## src/rtl/bsf_pkg.sv

```systemverilog
// shared constants and status type for the byte stream fifo
package bsf_pkg;

  localparam int CMD_W     = 3;
  localparam int BYTE_W    = 8;
  localparam int COUNT_W   = 6;
  localparam int LEVEL_W   = 11;
  localparam int TOTAL_W   = 64;
  localparam int BURST_W   = 7;

  localparam int DEF_STORE_DEPTH = 1024;
  localparam int DEF_MAX_BURST   = 32;

  localparam logic [LEVEL_W-1:0] CAP_RESET = 11'd1024;

  localparam logic [CMD_W-1:0] CMD_WRITE = 3'd0;
  localparam logic [CMD_W-1:0] CMD_READ  = 3'd1;
  localparam logic [CMD_W-1:0] CMD_PEEK  = 3'd2;
  localparam logic [CMD_W-1:0] CMD_POP   = 3'd3;
  localparam logic [CMD_W-1:0] CMD_END   = 3'd4;

  typedef struct packed {
    logic [LEVEL_W-1:0] fill_level;
    logic [LEVEL_W-1:0] free_space;
    logic               ended;
    logic               at_eof;
    logic [TOTAL_W-1:0] total_written;
    logic [TOTAL_W-1:0] total_read;
  } status_t;

endpackage

```

## src/rtl/bsf_ctrl.sv

```systemverilog
// command sequencer, pointers, counters and result register
module bsf_ctrl #(
  parameter int STORE_DEPTH = bsf_pkg::DEF_STORE_DEPTH,
  parameter int MAX_BURST   = bsf_pkg::DEF_MAX_BURST,
  parameter int AW          = $clog2(STORE_DEPTH)
) (
  input  logic                          clk,
  input  logic                          rst_n,
  input  logic [bsf_pkg::LEVEL_W-1:0]   cap,
  input  logic                          in_valid,
  output logic                          in_stall,
  input  logic [bsf_pkg::CMD_W-1:0]     in_command,
  input  logic [bsf_pkg::BYTE_W-1:0]    in_data_byte,
  input  logic [bsf_pkg::COUNT_W-1:0]   in_count,
  output logic                          out_valid,
  input  logic                          out_stall,
  output logic [bsf_pkg::BYTE_W-1:0]    out_byte,
  output logic                          out_byte_valid,
  output logic                          out_last,
  output logic                          out_accepted,
  output bsf_pkg::status_t              status,
  output logic                          mem_wr_en,
  output logic [AW-1:0]                 mem_wr_addr,
  output logic [bsf_pkg::BYTE_W-1:0]    mem_wr_data,
  output logic                          mem_rd_en,
  output logic [AW-1:0]                 mem_rd_addr,
  input  logic [bsf_pkg::BYTE_W-1:0]    mem_rd_data
);

  localparam int LW = bsf_pkg::LEVEL_W;
  localparam int BW = bsf_pkg::BURST_W;
  localparam int TW = bsf_pkg::TOTAL_W;
  localparam int SW = AW + BW + 1;

  typedef enum logic {ST_IDLE, ST_BURST} state_t;

  state_t                     state_r, state_nxt;
  logic [AW-1:0]              head_r, head_nxt;
  logic [AW-1:0]              tail_r, tail_nxt;
  logic [AW-1:0]              ptr_r, ptr_nxt;
  logic [LW-1:0]              held_r, held_nxt;
  logic [TW-1:0]              wtot_r, wtot_nxt;
  logic [TW-1:0]              rtot_r, rtot_nxt;
  logic                       ended_r, ended_nxt;
  logic [BW-1:0]              rem_r, rem_nxt;
  logic                       pend_r, pend_nxt;
  logic                       pend_last_r, pend_last_nxt;
  logic                       out_valid_r, out_valid_nxt;
  logic [bsf_pkg::BYTE_W-1:0] out_byte_r, out_byte_nxt;
  logic                       bvalid_r, bvalid_nxt;
  logic                       last_r, last_nxt;
  logic                       acc_r, acc_nxt;

  logic                       out_free;
  logic                       in_acc;
  logic                       take;
  logic [LW-1:0]              eff_cap;
  logic [LW-1:0]              cnt_ext;
  logic [LW-1:0]              n_lvl;
  logic [BW-1:0]              n_b;

  function automatic logic [AW-1:0] ptr_add(input logic [AW-1:0] p, input logic [BW-1:0] k);
    logic [SW-1:0] s;
    s = SW'(p) + SW'(k);
    if (s >= SW'(STORE_DEPTH)) begin
      s = s - SW'(STORE_DEPTH);
    end
    return s[AW-1:0];
  endfunction

  assign out_free = !out_valid_r || !out_stall;
  assign in_stall = !((state_r == ST_IDLE) && out_free);
  assign in_acc   = in_valid && !in_stall;
  assign take     = pend_r && out_free;

  // a limit above the store depth acts as the depth
  assign eff_cap = ({21'b0, cap} > 32'(STORE_DEPTH)) ? LW'(STORE_DEPTH) : cap;

  assign cnt_ext = LW'(in_count);
  assign n_lvl   = (held_r < cnt_ext) ? held_r : cnt_ext;
  assign n_b     = (n_lvl > LW'(MAX_BURST)) ? BW'(MAX_BURST) : n_lvl[BW-1:0];

  always_comb begin
    state_nxt     = state_r;
    head_nxt      = head_r;
    tail_nxt      = tail_r;
    ptr_nxt       = ptr_r;
    held_nxt      = held_r;
    wtot_nxt      = wtot_r;
    rtot_nxt      = rtot_r;
    ended_nxt     = ended_r;
    rem_nxt       = rem_r;
    pend_nxt      = pend_r;
    pend_last_nxt = pend_last_r;
    out_valid_nxt = out_valid_r && out_stall;
    out_byte_nxt  = out_byte_r;
    bvalid_nxt    = bvalid_r;
    last_nxt      = last_r;
    acc_nxt       = acc_r;
    mem_wr_en     = 1'b0;
    mem_wr_addr   = tail_r;
    mem_wr_data   = in_data_byte;
    mem_rd_en     = 1'b0;
    mem_rd_addr   = ptr_r;

    case (state_r)
      ST_IDLE: begin
        if (in_acc) begin
          // status result unless a burst starts below
          out_valid_nxt = 1'b1;
          out_byte_nxt  = '0;
          bvalid_nxt    = 1'b0;
          last_nxt      = 1'b1;
          acc_nxt       = 1'b0;
          case (in_command)
            bsf_pkg::CMD_WRITE: begin
              if (held_r < eff_cap) begin
                mem_wr_en = 1'b1;
                tail_nxt  = ptr_add(tail_r, BW'(1));
                held_nxt  = held_r + LW'(1);
                wtot_nxt  = wtot_r + TW'(1);
                acc_nxt   = 1'b1;
              end
            end
            bsf_pkg::CMD_READ, bsf_pkg::CMD_PEEK: begin
              if (n_b != '0) begin
                out_valid_nxt = 1'b0;
                mem_rd_en     = 1'b1;
                mem_rd_addr   = head_r;
                ptr_nxt       = ptr_add(head_r, BW'(1));
                rem_nxt       = n_b - BW'(1);
                pend_nxt      = 1'b1;
                pend_last_nxt = (n_b == BW'(1));
                state_nxt     = ST_BURST;
                if (in_command == bsf_pkg::CMD_READ) begin
                  head_nxt = ptr_add(head_r, n_b);
                  held_nxt = held_r - LW'(n_b);
                  rtot_nxt = rtot_r + TW'(n_b);
                end
              end
            end
            bsf_pkg::CMD_POP: begin
              head_nxt = ptr_add(head_r, n_b);
              held_nxt = held_r - LW'(n_b);
              rtot_nxt = rtot_r + TW'(n_b);
            end
            bsf_pkg::CMD_END: begin
              ended_nxt = 1'b1;
            end
            default: begin
            end
          endcase
        end
      end
      ST_BURST: begin
        if (take) begin
          out_valid_nxt = 1'b1;
          out_byte_nxt  = mem_rd_data;
          bvalid_nxt    = 1'b1;
          last_nxt      = pend_last_r;
          acc_nxt       = 1'b0;
          pend_nxt      = 1'b0;
        end
        // next read only once the held byte has moved on
        if ((rem_r != '0) && (!pend_r || take)) begin
          mem_rd_en     = 1'b1;
          mem_rd_addr   = ptr_r;
          ptr_nxt       = ptr_add(ptr_r, BW'(1));
          rem_nxt       = rem_r - BW'(1);
          pend_nxt      = 1'b1;
          pend_last_nxt = (rem_r == BW'(1));
        end
        if (take && (rem_r == '0)) begin
          state_nxt = ST_IDLE;
        end
      end
      default: begin
        state_nxt = ST_IDLE;
      end
    endcase
  end

  always_ff @(posedge clk) begin
    if (!rst_n) begin
      state_r     <= ST_IDLE;
      head_r      <= '0;
      tail_r      <= '0;
      ptr_r       <= '0;
      held_r      <= '0;
      wtot_r      <= '0;
      rtot_r      <= '0;
      ended_r     <= 1'b0;
      rem_r       <= '0;
      pend_r      <= 1'b0;
      pend_last_r <= 1'b0;
      out_valid_r <= 1'b0;
    end else begin
      state_r     <= state_nxt;
      head_r      <= head_nxt;
      tail_r      <= tail_nxt;
      ptr_r       <= ptr_nxt;
      held_r      <= held_nxt;
      wtot_r      <= wtot_nxt;
      rtot_r      <= rtot_nxt;
      ended_r     <= ended_nxt;
      rem_r       <= rem_nxt;
      pend_r      <= pend_nxt;
      pend_last_r <= pend_last_nxt;
      out_valid_r <= out_valid_nxt;
    end
    out_byte_r <= out_byte_nxt;
    bvalid_r   <= bvalid_nxt;
    last_r     <= last_nxt;
    acc_r      <= acc_nxt;
  end

  assign out_valid      = out_valid_r;
  assign out_byte       = out_byte_r;
  assign out_byte_valid = bvalid_r;
  assign out_last       = last_r;
  assign out_accepted   = acc_r;

  // state is committed at accept, so these already show the after-step values
  assign status.fill_level    = held_r;
  assign status.free_space    = (eff_cap > held_r) ? (eff_cap - held_r) : '0;
  assign status.ended         = ended_r;
  assign status.at_eof        = ended_r && (held_r == '0);
  assign status.total_written = wtot_r;
  assign status.total_read    = rtot_r;

endmodule

```

## config.mk

```make
export PLATFORM = sky130hd
export DESIGN_NAME = bsf_ctrl
export DESIGN_NICKNAME = d
export VERILOG_FILES = /design/src/rtl/bsf_pkg.sv /design/src/rtl/bsf_ctrl.sv
export SDC_FILE = /design/constraint.sdc
export NUM_CORES = 1
export LEC_CHECK = 0
export ABC_AREA = 1
export BUFFER_PORTS_ARGS = -buffer_cell sky130_fd_sc_hd__buf_2
export CORE_MARGIN = 2
export CORE_UTILIZATION = 50
export CTS_CLUSTER_SIZE = 24
export DETAILED_ROUTE_END_ITERATION = 10
export GPL_TIMING_DRIVEN = 1
export HOLD_SLACK_MARGIN = 0.15
export PLACE_DENSITY = 0.78
export SYNTH_ARGS = -nofsm -noshare
export SYNTH_HDL_FRONTEND = slang
export SYNTH_SLANG_ARGS = --single-unit
```

## constraint.sdc

```tcl
create_clock -name clk -period 5.3 [get_ports clk]
set_input_delay 1.06 -clock clk [delete_from_list [all_inputs] [get_ports clk]]
set_output_delay 1.06 -clock clk [all_outputs]
set_load 0.05 [all_outputs]
```

==> metrics.yaml, run 1 <==
run_status:
  status: "finished, final reports clean"
drt:
  vias: 14596
  wire_per_inst_um: 16.3
  antenna_left: 0
  drc: 0
  drt_pass1_iterations: 5
  drtIter0Drc: 1247
  drt_wl_total_um: 43500
  via_per_inst: 5.46
power_and_ir_drop:
  power_density_mw_per_mm2: 253
  power_uw: 3920
  vdd_drop_max_uv: 156
  p_leak_uw: 0.00696
clock_tree:
  htreeDepth: 4
  clkTransAtPathRegs_ps: 80
  cts_buffer_depth: 2
  post_cts_buffers: 0
  cts_tree: "built"
  cts.root.buffer_cell: "clkbuf_16"
  ctsResizeCount: 0
  cts_buffers: 17
  clkSinkCount: 192
  cts_hold_buf: 0
  clkLatencyLatePin_ps: 450
place:
  gp_congestion: 1.02
  placedCellCount: 2641
  io_buffers: 218
  hpwl_um: 33700
sta:
  holdWs_ps: 482
  hold_viol_final: 0
  rsz0062_at_grt: "false"
  fin_skew_ps: 16.7
  relSlewSlack: 0.173
  slew_violations: 0
  setup_viol_count_final: 0
  max_clock_freq_mhz: 203
  fin_crit_sh: 0.930
  worst_slew_pin_slew_ps: 1230
  fin_crit_ps: 4930
floorplanning:
  core_mm2: 0.0268
  die_area_mm2: 0.0285
  io_pins: 235
  die_w_um: 169
  start_util: 0.507
  die_h_um: 169
  fp-row-count: 60
synth:
  yosys.cell_types.count: 45
  postSynthAreaPerCell_um2: 6.36
  ys_seq_elements: 192
  synth_edf_count: 11
  async_reset_ff_frac: 0
  synth_cells: 2137
  ys_seq_area_frac: 0.291
  ys_warn_count: 0
  synthFlopType: "dfxtp_1"
  syn_area_mm2: 0.0136
finish:
  fill_cells: 2696
  antenna_cells: 0
  layout_common_cells: "nand2_1 (613), nor2_1 (259), buf_2 (218), inv_1 (215), dfxtp_1 (181)"
  layout-drive-gt1-share: 0.136
  area_growth_pct: 13.8
  final_core_util: 0.577
  final_cells: 2673
  final_common_cell: "nand2_1"
  nNetsFinal: 2411
global_routing:
  grt_max_degree: 82
  antenna_found_initial: 0
  grt_use_total: 0.301
  gr-total-overflow: 0
  grt_pass1_vias: 13459
  grt_first_pass_wirelength_um: 69200
setup_path:
  cp.arrival_ps: 3870
  startpoint_type: "primary input"
  worstPathMaxFanout: 23
  crit_required_ps: 4240
  worst_r2r_path_depth: 23
  worstSetupPathType: "in2out"
  worstSetupEndpointType: "primary output"
min_path:
  holdPathStages: 2
  hold_class: "reg2reg"
job:
  cap_viol_max_count: 0
==> worst paths after layout <==
| kind | start | endpoint | slack, ps |
|---|---|---|---|
| hold reg to reg | pend_last_r | pend_last_r | 480 |
| setup / recovery | in_count[4] | mem_rd_addr[2] | 370 |
| hold / removal | pend_last_r | pend_last_r | 480 |
| setup reg to reg | held_r[4] | rtot_r[30] | 1170 |
==> sequential cells by signal (all words and copies together) (netlist names) <==
register	flops
rtot_r	64
held_r	11
out_valid	1
mem_wr_addr	10
pend_last_r	1
state_r	1
head_r	10
out_last	1
pend_r	1
ended_r	1
out_byte_valid	1
ptr_r	10
rem_r	7
out_accepted	1
wtot_r	64
out_byte	8
==> where the power goes <==
group | internal (uW) | total (uW) | leakage (uW) | switching [uW]
combinational | 309 | 1070 | 0.00510 | 763
clock | 643 | 1310 | 0.000287 | 665
sequential | 1500 | 1540 | 0.00157 | 36.6
==> final cells by class <==
| type | count | area, um^2 | share of cell area |
|---|---|---|---|
| tap | 341 | 427 | 0.0276 |
| sequential | 192 | 3950 | 0.256 |
| inverter | 221 | 832 | 0.0538 |
| multi-input combinational | 1653 | 8440 | 0.546 |
| clock inverter | 14 | 145 | 0.00939 |
| timing repair buffer | 234 | 1220 | 0.0791 |
| clock buffer | 18 | 439 | 0.0284 |
==> Yosys cell counts (13+ instances only) <==
| cell type | count | share of area |
|---|---|---|
| o21ai_0 | 73 | 0.027 |
| nand2_2 | 16 | 0.0074 |
| nand4_1 | 67 | 0.031 |
| nand3_1 | 103 | 0.038 |
| clkbuf_1 | 37 | 0.010 |
| buf_2 | 13 | 0.0048 |
| dfxtp_1 | 181 | 0.27 |
| nor2_1 | 259 | 0.072 |
| xor2_1 | 93 | 0.060 |
| inv_1 | 215 | 0.059 |
| a21oi_1 | 179 | 0.066 |
| ha_1 | 48 | 0.044 |
| nor4_1 | 22 | 0.010 |
| nor3_1 | 61 | 0.022 |
| xnor2_1 | 49 | 0.032 |
| nand2_1 | 613 | 0.17 |
==> stage by stage <==
step	setup slack, ps	cell area [um^2]	setup TNS [ps]
finish	370	15500	0
global route	36.3	15500	0
CTS	393	15500	0
detailed placement	406	14900	0
global placement	507	14900	0
floorplan	-295	13600	-1180
==> critical path, cell delays in order <==
cell and delay, ps:
buf_2 70, inv_1 50, ha_1 300, nand2_1 60, a21oi_2 240, nor2_8 80
nand2_4 100, nand2_1 60, nand2_1 130, nand3_1 90, o21bai_1 220, inv_1 100
nor2_1 130, inv_1 110, ha_1 230, nand2_2 90, nand3_1 80, buf_4 210
o21ai_0 160, buf_2 290
==> kinds of logic after synthesis <==
logic type / share of synthesized area
adder cells (fa/ha/maj): 0.0501
AND/OR/NAND/NOR: 0.366
AO/OA/AOI/OAI: 0.112
XOR/XNOR: 0.0915
other: 0.000276
buffers and inverters: 0.0891
multiplexers: 0.000736
flip-flops: 0.291
==> per-layer routing <==
metal  vias to the layer above  global-route usage  wire length, um
li1                       7280                   -                -
met1                      6704               0.395            19400
met2                       517               0.496            19700
met3                        95              0.0437             2730
met4                         0               0.125             1640
met5                         -                   0                0
Note: power is estimated with default switching activity, not from simulation.
==> inputs of run 2 (changes only) <==
ABC_AREA = 0   (was 1)
PLACE_DENSITY = 0.8   (was 0.78)
==> run 2 against run 1 <==
The flow now finishes with violations (setup timing). Synthesized cell count is 34% lower. Critical endpoint is now mem_rd_addr[1]. Utilization is 3.6 points higher. Clock power about the same. Global-route usage down 3.5 points.
==> metrics.yaml, run 2 <==
drt:
  drc: 0  # unchanged
  via_per_inst: 5.97  # +9.3%
  wire_per_inst_um: 17.2  # +5.8%
  antenna_left: 0  # unchanged
  drt_wl_total_um: 33100  # -24%
  drt_pass1_iterations: 6  # +1
  drtIter0Drc: 1023  # -18%
  vias: 11479  # -21%
place:
  gp_congestion: 0.968  # -4.9%
  dp_slack_ps: -99.3  # -505 ps
  io_buffers: 218  # unchanged
  hpwl_um: 23200  # -31%
  placed_cell_area_mm2: 0.0130  # -13%
sta:
  rsz0062_at_grt: "true"
  fin_skew_ps: 15.6  # -1.13 ps
  hold_viol_final: 0  # unchanged
  slew_violations: 0  # unchanged
  fin_crit_sh: 1.00  # +0.0739
  worst_slack_ps: -21.6  # -392 ps
  max_clock_freq_mhz: 188  # -7.4%
  fin_crit_ps: 5320  # +392 ps
  setup_viol_count_final: 7  # +7
  holdWs_ps: 453  # -28.5 ps
  relSlewSlack: 0.214  # +0.0416
  worst_slew_pin_slew_ps: 1170  # -63.8 ps
job:
  cap_viol_max_count: 0  # unchanged
run_status:
  status: "finished with violations"
  violations: "setup timing"
synth:
  synth_top_area_share: 0.317  # +0.0499
  ys_warn_count: 0  # unchanged
  async_reset_ff_frac: 0  # unchanged
  synth_top_area_cell: "dfxtp_1"
  synth_top_cells_by_count: "dfxtp_1 (181), nand2_1 (126), nor2_1 (120), a21oi_1 (101), nand3_1 (76)"
  ys_seq_elements: 192  # unchanged
  synth.most_common_cell: "dfxtp_1"
  synth_cells: 1404  # -34%
  synthFlopType: "dfxtp_1"
  synth_edf_count: 11  # unchanged
  ys_seq_area_frac: 0.345  # +0.0545
  yosys.cell_types.count: 73  # +62%
  syn_area_mm2: 0.0114  # -16%
  synth_area_leaders: "dfxtp_1 (32%), ha_1 (5.2%), a21oi_1 (4.4%)"
  postSynthAreaPerCell_um2: 8.15  # +28%
setup_path:
  worstSetupPathType: "in2out"
  worstSetupEndpointType: "primary output"
  r2r_end: "rtot_r[61]"
  cp.arrival_ps: 4260  # +390 ps
  worst_r2r_path_depth: 12  # -48%
  r2r_start: "held_r[6]"
  startpoint_type: "primary input"
  worstPathMaxFanout: 7  # -70%
  rrSetupSlack_ps: 800  # -370 ps
  crit_required_ps: 4240  # about the same
finish:
  final_area_mm2: 0.0138  # -11%
  fill_cells: 1960  # -27%
  reg_top3: "rtot_r (64), wtot_r (64), held_r (11)"
  seq_area_mm2: 0.00395  # unchanged
  antenna_cells: 0  # unchanged
  nNetsFinal: 1717  # -29%
  final_common_cell: "buf_2"
  area_growth_pct: 20.8
  final_core_util: 0.613  # +0.0358
  layout-drive-gt1-share: 0.218  # +0.0824
  layout_common_cells: "buf_2 (209), dfxtp_1 (181), nand2_1 (125), nor2_1 (119), a21oi_1 (101)"
  multi_input_area_mm2: 0.00707  # -16%
min_path:
  min-delay-start: "rem_r[1]"
  hold_class: "reg2reg"
  holdPathEnd: "rem_r[1]"
  holdPathStages: 2  # unchanged
global_routing:
  antenna_found_initial: 0  # unchanged
  grt_pass1_vias: 10676  # -21%
  grt_use_total: 0.266  # -0.0347
  grt_max_degree: 99  # +21%
  grt_first_pass_wirelength_um: 52900  # -24%
  gr-total-overflow: 0  # unchanged
floorplanning:
  fp-row-count: 55  # -8.3%
  io_pins: 235  # unchanged
  die_area_mm2: 0.0241  # -15%
  die_h_um: 155  # -8.0%
  core_mm2: 0.0226  # -16%
  start_util: 0.507  # about the same
  die_w_um: 155  # -8.0%
power_and_ir_drop:
  p_leak_uw: 0.00571  # -18%
  power_uw: 3940  # +0.55%
  vdd_drop_max_uv: 205  # +32%
  power_density_mw_per_mm2: 285  # +12%
clock_tree:
  cts_buffer_depth: 2  # unchanged
  cts_buffers: 17  # unchanged
  clkLatencyLatePin_ps: 440  # about the same
  cts_tree: "built"
  clkSinkCount: 192  # unchanged
  cts.root.buffer_cell: "clkbuf_16"
  htreeDepth: 4  # unchanged
  clkTransAtPathRegs_ps: 70  # about the same
  cts_hold_buf: 0  # unchanged
==> run 2: changes by cell type in the layout (fill, tap and decap cells not counted), moves of 35 or more <==
cell     before  now
buf_4        15   60
inv_1       215   47
nand2_1     613  125
a21oi_1     179  101
nor3_1       61   26
or3_1         1   38
xor2_1       93   56
nor2_1      259  119
==> run 2: worst max-delay path: stages <==
cell       delay [ps]
buf_6             100
inv_4              50
ha_4              190
a21o_1            220
a2111oi_4         470
o21ai_4           160
buf_6             160
mux2i_1           130
nor2_2            150
inv_2              80
ha_4              170
nand2_2            50
a211oi_2           40
a31o_2            270
nor3_4            310
buf_12            180
mux2_4            310
buf_8             150
==> run 2: cell type report <==
| type | count | area share |
|---|---|---|
| Clock inverter | 14 | 0.0115 |
| Tap cell | 285 | 0.0258 |
| Inverter | 50 | 0.0139 |
| Sequential cell | 192 | 0.286 |
| Clock buffer | 18 | 0.0310 |
| Timing Repair Buffer | 281 | 0.121 |
| Multi-Input combinational cell | 1083 | 0.511 |
==> run 2: worst max-delay path by stage <==
stage | end | cells past startpoint | start
after CTS | mem_rd_addr[9] | 16 | in_count[4]
after floorplan | mem_rd_addr[2] | 16 | in_count[4]
after global placement | rtot_r[57] | 15 | in_count[4]
after detailed placement | rtot_r[61] | 15 | in_count[4]
after global routing | mem_rd_addr[7] | 16 | in_count[3]
final | mem_rd_addr[1] | 18 | in_count[4]
==> run 2: power by group <==
| part | total, uW | internal [uW] | switching, uW |
|---|---|---|---|
| Combinational | 1110 | 401 | 710 |
| Clock | 1300 | 637 | 661 |
| Sequential | 1530 | 1490 | 33.5 |
==> run 2: timing repair <==
| action | CTS | global route |
|---|---|---|
| pin swaps | 1 | 8 |
| gates cloned | 0 | 1 |
| setup endpoints to repair | 7 | 15 |
| gates resized for setup | 6 | 37 |
| setup buffers | 3 | 6 |
==> run 2: kinds of logic (layout without fill, tap and decap cells) <==
logic type,count (synthesis),after routing,synth area share
AOI/OAI and AO/OA,332,332,0.192
buffers and inverters,130,363,0.0471
DFF,192,192,0.345
other,1,2,0.000328
xor gates and xnor gates,93,93,0.0711
and+or+nand+nor,577,577,0.260
muxes,27,27,0.0247
adders and majority gates,52,52,0.0595
==> run 2: stage by stage <==
| stage | cells | TNS [ps] |
|---|---|---|
| 4_1_cts | 1916 | -5.07 |
| 3_3_place_gp | 1881 | 0 |
| 6_report | 1923 | -106 |
| 5_1_grt | 1923 | -609 |
| 3_5_place_dp | 1881 | -915 |
| 2_1_floorplan | 1405 | -348 |
==> run 2: routing by layer <==
metal,share of wire,GRT usage
met1,0.42,0.349
met5,0,0
met2,0.45,0.422
met3,0.089,0.0588
met4,0.038,0.118
